`config.mk`:
```
export PLATFORM = sky130hd
export DESIGN_NAME = frame_time_window_stats_flat
export DESIGN_NICKNAME = d
export VERILOG_FILES = /design/src/hdl/ftws_pkg.sv /design/src/hdl/ftws_in_if.sv /design/src/hdl/ftws_out_if.sv /design/src/hdl/frame_time_window_stats.sv /design/src/hdl/ftws_div.sv /design/src/hdl/ftws_dp.sv /design/src/hdl/ftws_ctrl.sv /design/src/flat_wrapper.sv
export VERILOG_INCLUDE_DIRS = /design/src /design/src/hdl
export SDC_FILE = /design/constraint.sdc
export NUM_CORES = 1
export LEC_CHECK = 0
export BUFFER_PORTS_ARGS = -buffer_cell sky130_fd_sc_hd__buf_2
export CAP_MARGIN = 0
export CORE_AREA = 2 2 232 405
export DETAILED_ROUTE_END_ITERATION = 6
export DIE_AREA = 0 0 234 407
export SYNTH_ARGS = -nofsm -noshare
export SYNTH_HDL_FRONTEND = slang
export SYNTH_SLANG_ARGS = --single-unit
```
`constraint.sdc`:
```
create_clock -name clk -period 4.9 [get_ports clk]
set_input_delay 1.225 -clock clk [delete_from_list [all_inputs] [get_ports clk]]
set_output_delay 1.225 -clock clk [all_outputs]
set_load 0.02 [all_outputs]
```
`src/hdl/frame_time_window_stats_macros.svh`:
```
// Assertion macros shared by the frame time window statistics modules.
// Depends on nothing; the using module must have clk and arst_n in scope.
`ifndef FRAME_TIME_WINDOW_STATS_MACROS_SVH
`define FRAME_TIME_WINDOW_STATS_MACROS_SVH

// Same-cycle implication, disabled while reset is asserted.
`define FTWS_ASSERT_IMP(lbl, ante, cons, msg) \
	lbl: assert property (@(posedge clk) disable iff (!arst_n) (ante) |-> (cons)) \
		else $error(msg);

// Next-cycle implication, disabled while reset is asserted.
`define FTWS_ASSERT_NXT(lbl, ante, cons, msg) \
	lbl: assert property (@(posedge clk) disable iff (!arst_n) (ante) |=> (cons)) \
		else $error(msg);

`endif

```
`src/hdl/ftws_pkg.sv`:
```
// Shared constants, types and helper functions of the frame time window statistics block.
// Depends on nothing; the other files that use it refer to it by scoped names.
package ftws_pkg;

	localparam int IN_W           = 16;
	localparam int SAMPLE_W       = 10;
	localparam int FPS_W          = 10;
	localparam int MS_PER_SEC     = 1000;
	localparam int WINDOW_DEPTH_DEF = 60;

	localparam logic [SAMPLE_W-1:0] SAMPLE_MIN = SAMPLE_W'(1);
	localparam logic [SAMPLE_W-1:0] SAMPLE_MAX = SAMPLE_W'(1000);

	// Divider operand selection codes.
	localparam int SEL_W = 2;
	localparam logic [SEL_W-1:0] SEL_AVG   = 2'd0;
	localparam logic [SEL_W-1:0] SEL_BEST  = 2'd1;
	localparam logic [SEL_W-1:0] SEL_WORST = 2'd2;
	localparam logic [SEL_W-1:0] SEL_INST  = 2'd3;

	typedef struct packed {
		logic             capture;
		logic             write;
		logic             clear_acc;
		logic             walk_step;
		logic             div_start;
		logic [SEL_W-1:0] div_sel;
		logic             load_out;
	} ftws_cmd_t;

	typedef struct packed {
		logic walk_last;
		logic div_busy;
		logic div_done;
		logic out_free;
	} ftws_sts_t;

	// Clamp a raw frame time to the stored range of 1..1000 ms.
	function automatic logic [SAMPLE_W-1:0] clamp_sample(input logic [IN_W-1:0] raw);
		logic [SAMPLE_W-1:0] res;
		if (raw == '0) begin
			res = SAMPLE_MIN;
		end else if (raw > IN_W'(SAMPLE_MAX)) begin
			res = SAMPLE_MAX;
		end else begin
			res = raw[SAMPLE_W-1:0];
		end
		return res;
	endfunction

endpackage

```
`src/hdl/ftws_in_if.sv`:
```
// Input channel of the frame time window statistics block: one frame time per item.
// Depends on ftws_pkg for the field width.
interface ftws_in_if;
	logic                         valid;
	logic                         ready;
	logic [ftws_pkg::IN_W-1:0]    frame_millis;

	modport source (output valid, output frame_millis, input ready);
	modport sink (input valid, input frame_millis, output ready);
endinterface

```
`src/hdl/ftws_out_if.sv`:
```
// Result channel of the frame time window statistics block: four rate figures per item.
// Depends on ftws_pkg for the field widths.
interface ftws_out_if;
	logic                          valid;
	logic                          ready;
	logic [ftws_pkg::FPS_W-1:0]    avg_fps;
	logic [ftws_pkg::FPS_W-1:0]    best_excess;
	logic [ftws_pkg::FPS_W-1:0]    worst_deficit;
	logic [ftws_pkg::FPS_W-1:0]    instant_fps;

	modport source (output valid, output avg_fps, output best_excess,
		output worst_deficit, output instant_fps, input ready);
	modport sink (input valid, input avg_fps, input best_excess,
		input worst_deficit, input instant_fps, output ready);
endinterface

```
`src/hdl/frame_time_window_stats.sv`:
```
// Frame time window statistics, top level: joins controller and datapath.
// Depends on ftws_pkg, ftws_in_if, ftws_out_if, ftws_ctrl and ftws_dp.
//
// Usage. The samples channel takes one item per frame: the frame time in
// milliseconds, which is clamped to 1..1000 and stored in a ring of
// WINDOW_DEPTH entries. The results channel returns one item for every
// sample: the window average rate, the best-case excess and worst-case
// deficit against that average, and the instantaneous rate of the new sample.
// The time from accept to result valid is set by the walk over the ring, one
// memory read per cycle, and by four passes through the shared divider, one
// quotient bit per cycle. The divider width W is clog2(1000 * WINDOW_DEPTH + 1);
// with the default depth of 60 that is 16 bits. One item at a time: a new
// sample is accepted only when the controller is idle again, after the
// previous result has been loaded.
// A finished result waits in an output register, so the next sample is
// accepted and worked on while the receiver stalls; the block then holds
// only when that next result is ready and the register is still full.
// Reset clears the write position and every entry's valid bit, so the whole
// window reads as 1 ms per entry at once, with no clearing pass.
module frame_time_window_stats #(
	parameter int WINDOW_DEPTH = ftws_pkg::WINDOW_DEPTH_DEF
) (
	input logic         clk,
	input logic         arst_n,
	ftws_in_if.sink     samples,
	ftws_out_if.source  results
);

	// Command and status bundles between the two halves.
	ftws_pkg::ftws_cmd_t cmd;
	ftws_pkg::ftws_sts_t sts;
	logic                in_ready;

	// The controller owns the input handshake; the datapath owns the result register.
	// samples.ready is high only between items, while the controller is idle.
	assign samples.ready = in_ready;

	ftws_ctrl u_ctrl (
		.clk      (clk),
		.arst_n   (arst_n),
		.in_valid (samples.valid),
		.in_ready (in_ready),
		.sts      (sts),
		.cmd      (cmd)
	);

	ftws_dp #(
		.WINDOW_DEPTH(WINDOW_DEPTH)
	) u_dp (
		.clk          (clk),
		.arst_n       (arst_n),
		.frame_millis (samples.frame_millis),
		.cmd          (cmd),
		.sts          (sts),
		.results      (results)
	);

endmodule

```
`src/hdl/ftws_div.sv`:
```
// Restoring unsigned divider, one quotient bit per cycle.
// Depends on nothing but its width parameter.
module ftws_div #(
	parameter int W = 16
) (
	input  logic         clk,
	input  logic         arst_n,
	input  logic         start,
	input  logic [W-1:0] dividend,
	input  logic [W-1:0] divisor,
	output logic         busy,
	output logic         done,
	output logic [W-1:0] quotient
);

	localparam int CNT_W = $clog2(W + 1);

	logic [W-1:0]     dvd_q;
	logic [W-1:0]     dsr_q;
	logic [W-1:0]     rem_q;
	logic [CNT_W-1:0] cnt_q;
	logic             busy_q;
	logic             done_q;
	logic [W:0]       trial;
	logic             fits;

	// The dividend register shifts out its top bit and takes in the quotient bit.
	assign trial = {rem_q, dvd_q[W-1]};
	assign fits  = trial >= {1'b0, dsr_q};

	always_ff @(posedge clk or negedge arst_n) begin
		if (!arst_n) begin
			busy_q <= 1'b0;
			done_q <= 1'b0;
			cnt_q  <= '0;
		end else begin
			done_q <= 1'b0;
			if (start) begin
				busy_q <= 1'b1;
				cnt_q  <= CNT_W'(W);
			end else if (busy_q) begin
				cnt_q <= cnt_q - CNT_W'(1);
				if (cnt_q == CNT_W'(1)) begin
					busy_q <= 1'b0;
					done_q <= 1'b1;
				end
			end
		end
	end

	always_ff @(posedge clk) begin
		if (start) begin
			dvd_q <= dividend;
			dsr_q <= divisor;
			rem_q <= '0;
		end else if (busy_q) begin
			dvd_q <= {dvd_q[W-2:0], fits};
			if (fits) begin
				rem_q <= W'(trial - {1'b0, dsr_q});
			end else begin
				rem_q <= trial[W-1:0];
			end
		end
	end

	assign busy     = busy_q;
	assign done     = done_q;
	assign quotient = dvd_q;

endmodule

```
`src/hdl/ftws_dp.sv`:
```
// Datapath: sample ring memory, window walk accumulators, shared divider and result register.
// Depends on ftws_pkg, ftws_out_if, ftws_div and the assertion macro header.
`include "frame_time_window_stats_macros.svh"

module ftws_dp #(
	parameter int WINDOW_DEPTH = ftws_pkg::WINDOW_DEPTH_DEF
) (
	input  logic                          clk,
	input  logic                          arst_n,
	input  logic [ftws_pkg::IN_W-1:0]     frame_millis,
	input  ftws_pkg::ftws_cmd_t           cmd,
	output ftws_pkg::ftws_sts_t           sts,
	ftws_out_if.source                    results
);

	localparam int ADDR_W = $clog2(WINDOW_DEPTH);
	localparam int TOT_W  = $clog2(ftws_pkg::MS_PER_SEC * WINDOW_DEPTH + 1);
	localparam int SW     = ftws_pkg::SAMPLE_W;
	localparam int FW     = ftws_pkg::FPS_W;

	logic [SW-1:0]           mem [WINDOW_DEPTH];
	logic [WINDOW_DEPTH-1:0] valid_q;
	logic [ADDR_W-1:0]       wr_pos_q;
	logic [ADDR_W-1:0]       walk_q;
	logic                    walk_last;
	logic [SW-1:0]           sample_q;
	logic [SW-1:0]           rd_data_s1;
	logic                    rd_vld_s1;
	logic                    acc_en_s1;
	logic [SW-1:0]           entry;
	logic [TOT_W-1:0]        total_q;
	logic [SW-1:0]           min_q;
	logic [SW-1:0]           max_q;
	logic [TOT_W-1:0]        div_dvd;
	logic [TOT_W-1:0]        div_dsr;
	logic [TOT_W-1:0]        div_quot;
	logic                    div_busy;
	logic                    div_done;
	logic [FW-1:0]           avg_q;
	logic [FW-1:0]           best_q;
	logic [FW-1:0]           worst_q;
	logic [FW-1:0]           inst_q;
	logic                    out_valid_q;
	logic                    out_free;

	assign walk_last = walk_q == ADDR_W'(WINDOW_DEPTH - 1);

	// Entries never written since reset read as the reset value of one.
	assign entry = rd_vld_s1 ? rd_data_s1 : ftws_pkg::SAMPLE_MIN;

	always_ff @(posedge clk) begin
		if (cmd.capture) begin
			sample_q <= ftws_pkg::clamp_sample(frame_millis);
		end
	end

	always_ff @(posedge clk) begin
		if (cmd.write) begin
			mem[wr_pos_q] <= sample_q;
		end
		if (cmd.walk_step) begin
			rd_data_s1 <= mem[walk_q];
			rd_vld_s1  <= valid_q[walk_q];
		end
	end

	always_ff @(posedge clk or negedge arst_n) begin
		if (!arst_n) begin
			valid_q   <= '0;
			wr_pos_q  <= '0;
			walk_q    <= '0;
			acc_en_s1 <= 1'b0;
		end else begin
			acc_en_s1 <= cmd.walk_step;
			if (cmd.write) begin
				valid_q[wr_pos_q] <= 1'b1;
				if (wr_pos_q == ADDR_W'(WINDOW_DEPTH - 1)) begin
					wr_pos_q <= '0;
				end else begin
					wr_pos_q <= wr_pos_q + ADDR_W'(1);
				end
			end
			if (cmd.clear_acc) begin
				walk_q <= '0;
			end else if (cmd.walk_step) begin
				walk_q <= walk_last ? '0 : walk_q + ADDR_W'(1);
			end
		end
	end

	always_ff @(posedge clk) begin
		if (cmd.clear_acc) begin
			total_q <= '0;
			min_q   <= ftws_pkg::SAMPLE_MAX;
			max_q   <= ftws_pkg::SAMPLE_MIN;
		end else if (acc_en_s1) begin
			total_q <= total_q + TOT_W'(entry);
			if (entry < min_q) begin
				min_q <= entry;
			end
			if (entry > max_q) begin
				max_q <= entry;
			end
		end
	end

	// The average divides the window's full-speed total; the other three divide one second.
	always_comb begin
		unique case (cmd.div_sel)
			ftws_pkg::SEL_AVG: begin
				div_dvd = TOT_W'(ftws_pkg::MS_PER_SEC * WINDOW_DEPTH);
				div_dsr = total_q;
			end
			ftws_pkg::SEL_BEST: begin
				div_dvd = TOT_W'(ftws_pkg::MS_PER_SEC);
				div_dsr = TOT_W'(min_q);
			end
			ftws_pkg::SEL_WORST: begin
				div_dvd = TOT_W'(ftws_pkg::MS_PER_SEC);
				div_dsr = TOT_W'(max_q);
			end
			ftws_pkg::SEL_INST: begin
				div_dvd = TOT_W'(ftws_pkg::MS_PER_SEC);
				div_dsr = TOT_W'(sample_q);
			end
			default: begin
				div_dvd = TOT_W'(ftws_pkg::MS_PER_SEC * WINDOW_DEPTH);
				div_dsr = total_q;
			end
		endcase
	end

	ftws_div #(
		.W(TOT_W)
	) u_div (
		.clk      (clk),
		.arst_n   (arst_n),
		.start    (cmd.div_start),
		.dividend (div_dvd),
		.divisor  (div_dsr),
		.busy     (div_busy),
		.done     (div_done),
		.quotient (div_quot)
	);

	// Every quotient is at most 1000, so the low bits carry it whole.
	always_ff @(posedge clk) begin
		if (div_done) begin
			unique case (cmd.div_sel)
				ftws_pkg::SEL_AVG:   avg_q   <= div_quot[FW-1:0];
				ftws_pkg::SEL_BEST:  best_q  <= div_quot[FW-1:0];
				ftws_pkg::SEL_WORST: worst_q <= div_quot[FW-1:0];
				ftws_pkg::SEL_INST:  inst_q  <= div_quot[FW-1:0];
				default:             avg_q   <= div_quot[FW-1:0];
			endcase
		end
	end

	assign out_free = !out_valid_q || results.ready;

	always_ff @(posedge clk or negedge arst_n) begin
		if (!arst_n) begin
			out_valid_q <= 1'b0;
		end else if (cmd.load_out) begin
			out_valid_q <= 1'b1;
		end else if (results.ready) begin
			out_valid_q <= 1'b0;
		end
	end

	always_ff @(posedge clk) begin
		if (cmd.load_out) begin
			results.avg_fps       <= avg_q;
			results.best_excess   <= (best_q >= avg_q) ? best_q - avg_q : '0;
			results.worst_deficit <= (avg_q >= worst_q) ? avg_q - worst_q : '0;
			results.instant_fps   <= inst_q;
		end
	end

	assign results.valid = out_valid_q;

	always_comb begin
		sts.walk_last = walk_last;
		sts.div_busy  = div_busy;
		sts.div_done  = div_done;
		sts.out_free  = out_free;
	end

	`FTWS_ASSERT_IMP(a_load_when_free, cmd.load_out, !out_valid_q || results.ready, "result overwritten")
	`FTWS_ASSERT_IMP(a_min_le_max, cmd.load_out, min_q <= max_q, "window minimum above maximum")
	`FTWS_ASSERT_IMP(a_total_floor, cmd.load_out, total_q >= TOT_W'(WINDOW_DEPTH), "window total too small")

endmodule

```
`src/hdl/ftws_ctrl.sv`:
```
// Controller state machine: sequences store, window walk, four divisions and result load.
// Depends on ftws_pkg and the assertion macro header.
`include "frame_time_window_stats_macros.svh"

module ftws_ctrl (
	input  logic                clk,
	input  logic                arst_n,
	input  logic                in_valid,
	output logic                in_ready,
	input  ftws_pkg::ftws_sts_t sts,
	output ftws_pkg::ftws_cmd_t cmd
);

	localparam logic [2:0] S_IDLE     = 3'd0;
	localparam logic [2:0] S_WRITE    = 3'd1;
	localparam logic [2:0] S_WALK     = 3'd2;
	localparam logic [2:0] S_DRAIN    = 3'd3;
	localparam logic [2:0] S_DIV_GO   = 3'd4;
	localparam logic [2:0] S_DIV_WAIT = 3'd5;
	localparam logic [2:0] S_FINISH   = 3'd6;

	logic [2:0]                   state_q;
	logic [2:0]                   state_d;
	logic [ftws_pkg::SEL_W-1:0]   sel_q;

	assign in_ready = state_q == S_IDLE;

	always_comb begin
		cmd           = '0;
		cmd.capture   = in_ready && in_valid;
		cmd.write     = state_q == S_WRITE;
		cmd.clear_acc = state_q == S_WRITE;
		cmd.walk_step = state_q == S_WALK;
		cmd.div_start = state_q == S_DIV_GO;
		cmd.div_sel   = sel_q;
		cmd.load_out  = (state_q == S_FINISH) && sts.out_free;
	end

	always_comb begin
		state_d = state_q;
		unique case (state_q)
			S_IDLE:     if (in_valid) state_d = S_WRITE;
			S_WRITE:    state_d = S_WALK;
			S_WALK:     if (sts.walk_last) state_d = S_DRAIN;
			S_DRAIN:    state_d = S_DIV_GO;
			S_DIV_GO:   state_d = S_DIV_WAIT;
			S_DIV_WAIT: begin
				if (sts.div_done) begin
					state_d = (sel_q == ftws_pkg::SEL_INST) ? S_FINISH : S_DIV_GO;
				end
			end
			S_FINISH:   if (sts.out_free) state_d = S_IDLE;
			default:    state_d = S_IDLE;
		endcase
	end

	always_ff @(posedge clk or negedge arst_n) begin
		if (!arst_n) begin
			state_q <= S_IDLE;
			sel_q   <= ftws_pkg::SEL_AVG;
		end else begin
			state_q <= state_d;
			if (state_q == S_DRAIN) begin
				sel_q <= ftws_pkg::SEL_AVG;
			end else if (state_q == S_DIV_WAIT && sts.div_done) begin
				sel_q <= sel_q + ftws_pkg::SEL_W'(1);
			end
		end
	end

	`FTWS_ASSERT_NXT(a_accept_to_write, cmd.capture, state_q == S_WRITE, "accept did not start a store")
	`FTWS_ASSERT_IMP(a_start_div_idle, cmd.div_start, !sts.div_busy && !sts.div_done, "divider restarted while busy")

endmodule

```
`src/flat_wrapper.sv`:
```
// flat-port wrapper written by rule: the top's interface ports become plain ports
module frame_time_window_stats_flat 
#(
	parameter int WINDOW_DEPTH = ftws_pkg::WINDOW_DEPTH_DEF
)
  (clk, arst_n, samples_valid, samples_frame_millis, samples_ready, results_valid, results_avg_fps, results_best_excess, results_worst_deficit, results_instant_fps, results_ready);
  ftws_in_if samples_i ();
  ftws_out_if results_i ();
  input logic clk;
  input logic arst_n;
  input wire logic [$bits(samples_i.valid)-1:0] samples_valid;
  input wire logic [$bits(samples_i.frame_millis)-1:0] samples_frame_millis;
  output wire logic [$bits(samples_i.ready)-1:0] samples_ready;
  output wire logic [$bits(results_i.valid)-1:0] results_valid;
  output wire logic [$bits(results_i.avg_fps)-1:0] results_avg_fps;
  output wire logic [$bits(results_i.best_excess)-1:0] results_best_excess;
  output wire logic [$bits(results_i.worst_deficit)-1:0] results_worst_deficit;
  output wire logic [$bits(results_i.instant_fps)-1:0] results_instant_fps;
  input wire logic [$bits(results_i.ready)-1:0] results_ready;
  assign samples_i.valid = samples_valid;
  assign samples_i.frame_millis = samples_frame_millis;
  assign samples_ready = samples_i.ready;
  assign results_valid = results_i.valid;
  assign results_avg_fps = results_i.avg_fps;
  assign results_best_excess = results_i.best_excess;
  assign results_worst_deficit = results_i.worst_deficit;
  assign results_instant_fps = results_i.instant_fps;
  assign results_i.ready = results_ready;
  frame_time_window_stats #(.WINDOW_DEPTH(WINDOW_DEPTH)) u_core (.clk(clk), .arst_n(arst_n), .samples(samples_i), .results(results_i));
endmodule
```
==> results.ini <==
[outcome]
run_status=complete, no violations

[cells_and_area]
syn2layout_area_growth_pct=12.97
drive_gt1_share_pct=22.87
fin_util_pct=44.88
fillCellCount=7850
diodes=0
final_cell_area_sq_um=41190
final_net_count=2392
layout_common_cells=edfxtp_1 (733), mux4_2 (198), nor2_1 (136)
final_common_cell=edfxtp_1
fin_cells=3553

[placed_design]
portBuffers=61
dpl-instance-area_sq_um=38430
gp_congestion=0.8554
dpl.cell_count=3405
dp_hpwl_microns=58070

[yosys]
synth_edf_count=733
synth_top_area_share_pct=60.37
syn_area_sq_um=36460
seq_area_frac_synth_pct=69.13
synthArstFlopShare_pct=9.874
ys.flop_type=edfxtp_1
yosysUniqueCellTypes=72
synth_seq_cells=871
avgSynthCellArea_sq_um=16.73
synthTopCellsByArea=edfxtp_1 (60%), mux4_2 (12%), dfrtp_1 (5.9%)
synth_warnings=0
syn_inst=2180
yosysTopAreaCell=edfxtp_1
synthesis.nets=2278

[pwr]
p_seq_share_pct=43.6
p_sw_share_pct=31.73
powerDensity_nw_per_um2=534.1
p_leak_uw=0.01421
ir_drop_uv=325.0
pwr-share-comb_pct=27.0
pwr-share-clk_pct=29.4
internal-power_uw=15020
power.switching_uw=6980

[min_path]
hold_class=reg2reg

[critical_path]
critPathCaptureType=flop
critPathLaunchType=flop
cp_max_fo=36
criticalPathCategory=reg2reg
critPathArrivalTime_ps=3870
cp.required_ps=5170

[global_routing]
grtUsageTotal_pct=18.49
grt_pass1_wl_microns=129400
grt_max_degree=69
antenna_found_initial=0
globalRoute.totalOverflow=0
grt_pass1_vias=20620

[timing]
worst_pin_slew_ps=1099
clock_skew_ps=48.65
whs_ps=420.1
finalHoldViolations=0
setup_viol=0
finalSetupTns_ps=0
rsz0062_at_grt=false
fmax_mhz=277.2
max-slew-margin-rel_pct=26.49
drv_slew=0
period_needed_ps=3608
period_share_pct=73.63

[cts]
htree_levels=3
root_buffer=clkbuf_16
cts_buffers=79
ctsHoldBuffers=0
clkSinkCount=871
cts.clk_slew.worst_paths_ps=60
cts_resized=0
clock_path_buffers=3
clk_latency_ps=680
cts_tree=done
post_cts.repair.setup_buffers=0

[die]
die_area_sq_um=95240
start_util_pct=39.73
io_pins=62
die_x_microns=234
rows=147
fp.coreArea_sq_um=91780
fp.dieH_microns=407

[detailed_routing]
final_antenna_net_count=0
dr.pass1.iters=5
drt-initial-drc-count=1482
num_vias=19470
vias_per_cell=5.479
routedWlPerCell_microns=24.32
drc=0
detail_route.wirelength_microns=86410

[run]
cap_violations=0

==> cell usage after synthesis, types with 8 or more instances <==
library cell,n
buf_2,22
nand3_1,23
nor2_1,136
a211oi_1,25
clkbuf_1,58
o21a_1,12
a21o_1,17
or2_2,68
and2_1,38
inv_1,89
dfrtp_1,86
xnor2_1,13
mux2i_1,41
xor2_1,11
dfxtp_1,52
a22oi_1,11
nor3_1,31
ha_1,74
o211ai_1,24
nor2b_1,23
or3_1,9
mux4_2,198
o31ai_1,8
buf_1,12
nand2b_1,15
a41oi_1,8
a222oi_1,10
a21oi_1,41
o21ai_0,63
nand2_1,119
edfxtp_1,733
==> area by class of cell <==
class	instances	area [sq um]	share of cell area (%)
clock buffer	105	2177	5.285
clock inverter	43	583.1	1.416
inverter	91	341.6	0.8293
multi-input combinational	1121	10510	25.51
sequential	871	25210	61.21
tap	1192	1491	3.621
timing repair buffer	130	875.8	2.126
==> cell families (layout without fill, tap and decap cells) <==
family | after synthesis | after routing | share of synthesized area, %
DFF | 871 | 871 | 69.13
and+or+nand+nor | 500 | 500 | 6.747
AOI/OAI and AO/OA | 277 | 277 | 5.261
muxes | 242 | 242 | 13.45
buffers and inverters | 188 | 369 | 2.083
adders and majority gates | 78 | 78 | 2.759
xor gates and xnor gates | 24 | 24 | 0.5765
==> critical path, stage by stage, from the launching register on <==
cell and delay, ps:
dfrtp_1 690, or3b_2 490, buf_4 260, nor2_1 290
nand2_1 580, nor2_1 900
==> sequential cells by signal (all words and copies together), names as in the netlist, 3 cells and up <==
name,count
u_core.u_dp.results.avg_fps,10
u_core.u_dp.inst_q,10
u_core.u_dp.sample_q,10
u_core.u_dp.total_q,16
u_core.u_dp.wr_pos_q,6
u_core.u_dp.results.worst_deficit,10
u_core.u_dp.valid_q,60
u_core.u_dp.avg_q,10
u_core.u_dp.u_div.rem_q,16
u_core.u_ctrl.state_q,3
u_core.u_dp.results.instant_fps,10
u_core.u_dp.walk_q,6
u_core.u_dp.u_div.cnt_q,5
u_core.u_dp.worst_q,10
u_core.u_dp.u_div.dsr_q,16
u_core.u_dp.mem,600
u_core.u_dp.min_q,10
u_core.u_dp.u_div.quotient,16
u_core.u_dp.rd_data_s1,10
u_core.u_dp.best_q,10
u_core.u_dp.max_q,10
u_core.u_dp.results.best_excess,10
==> power by group through the flow <==
stage	sequential [uW]	combinational [uW]	clock, uW
final	9590	5950	6460
after global routing	9670	6420	6870
after CTS	9600	6010	6600
after detailed placement	9750	5990	0
after global placement	9730	5870	0
after floorplan	9530	4160	0
==> layer usage <==
layer	vias to the layer above	track usage, %	part of all wire [%]
met3	145	2.440	3.6
met2	508	36.11	58
met5	-	0	0
met1	10080	19.51	35
li1	8734	-	-
met4	0	7.662	3.7
==> path summary, 6_finish.rpt <==
check | start | to | slack [ps] | cells past startpoint
setup / recovery | u_core.u_ctrl.state_q[0]$_DFFE_PN0P_ | u_core.u_dp.mem[50][2]$_DFFE_PP_ | 1290 | 5
hold / removal | u_core.u_dp.inst_q[0]$_DFFE_PP_ | u_core.u_dp.results.instant_fps[0]$_DFFE_PP_ | 420 | 0
setup reg to reg | u_core.u_ctrl.state_q[0]$_DFFE_PN0P_ | u_core.u_dp.mem[50][2]$_DFFE_PP_ | 1290 | 5
hold reg to reg | u_core.u_dp.inst_q[0]$_DFFE_PP_ | u_core.u_dp.results.instant_fps[0]$_DFFE_PP_ | 420 | 0
max in group asynchronous | arst_n | u_core.u_dp.walk_q[2]$_DFFE_PN0P_ | 3340 | 2
min in group asynchronous | arst_n | u_core.u_dp.valid_q[21]$_DFFE_PN0P_ | 630 | 1
==> per-stage QoR <==
stage | total power, uW | worst slack, ps
floorplan | 13690 | 348.0
global placement | 15600 | 1356
detailed placement | 15740 | 1250
CTS | 22210 | 1259
global route | 22960 | 1145
finish | 22000 | 1292
(Power assumes the default switching activity.)
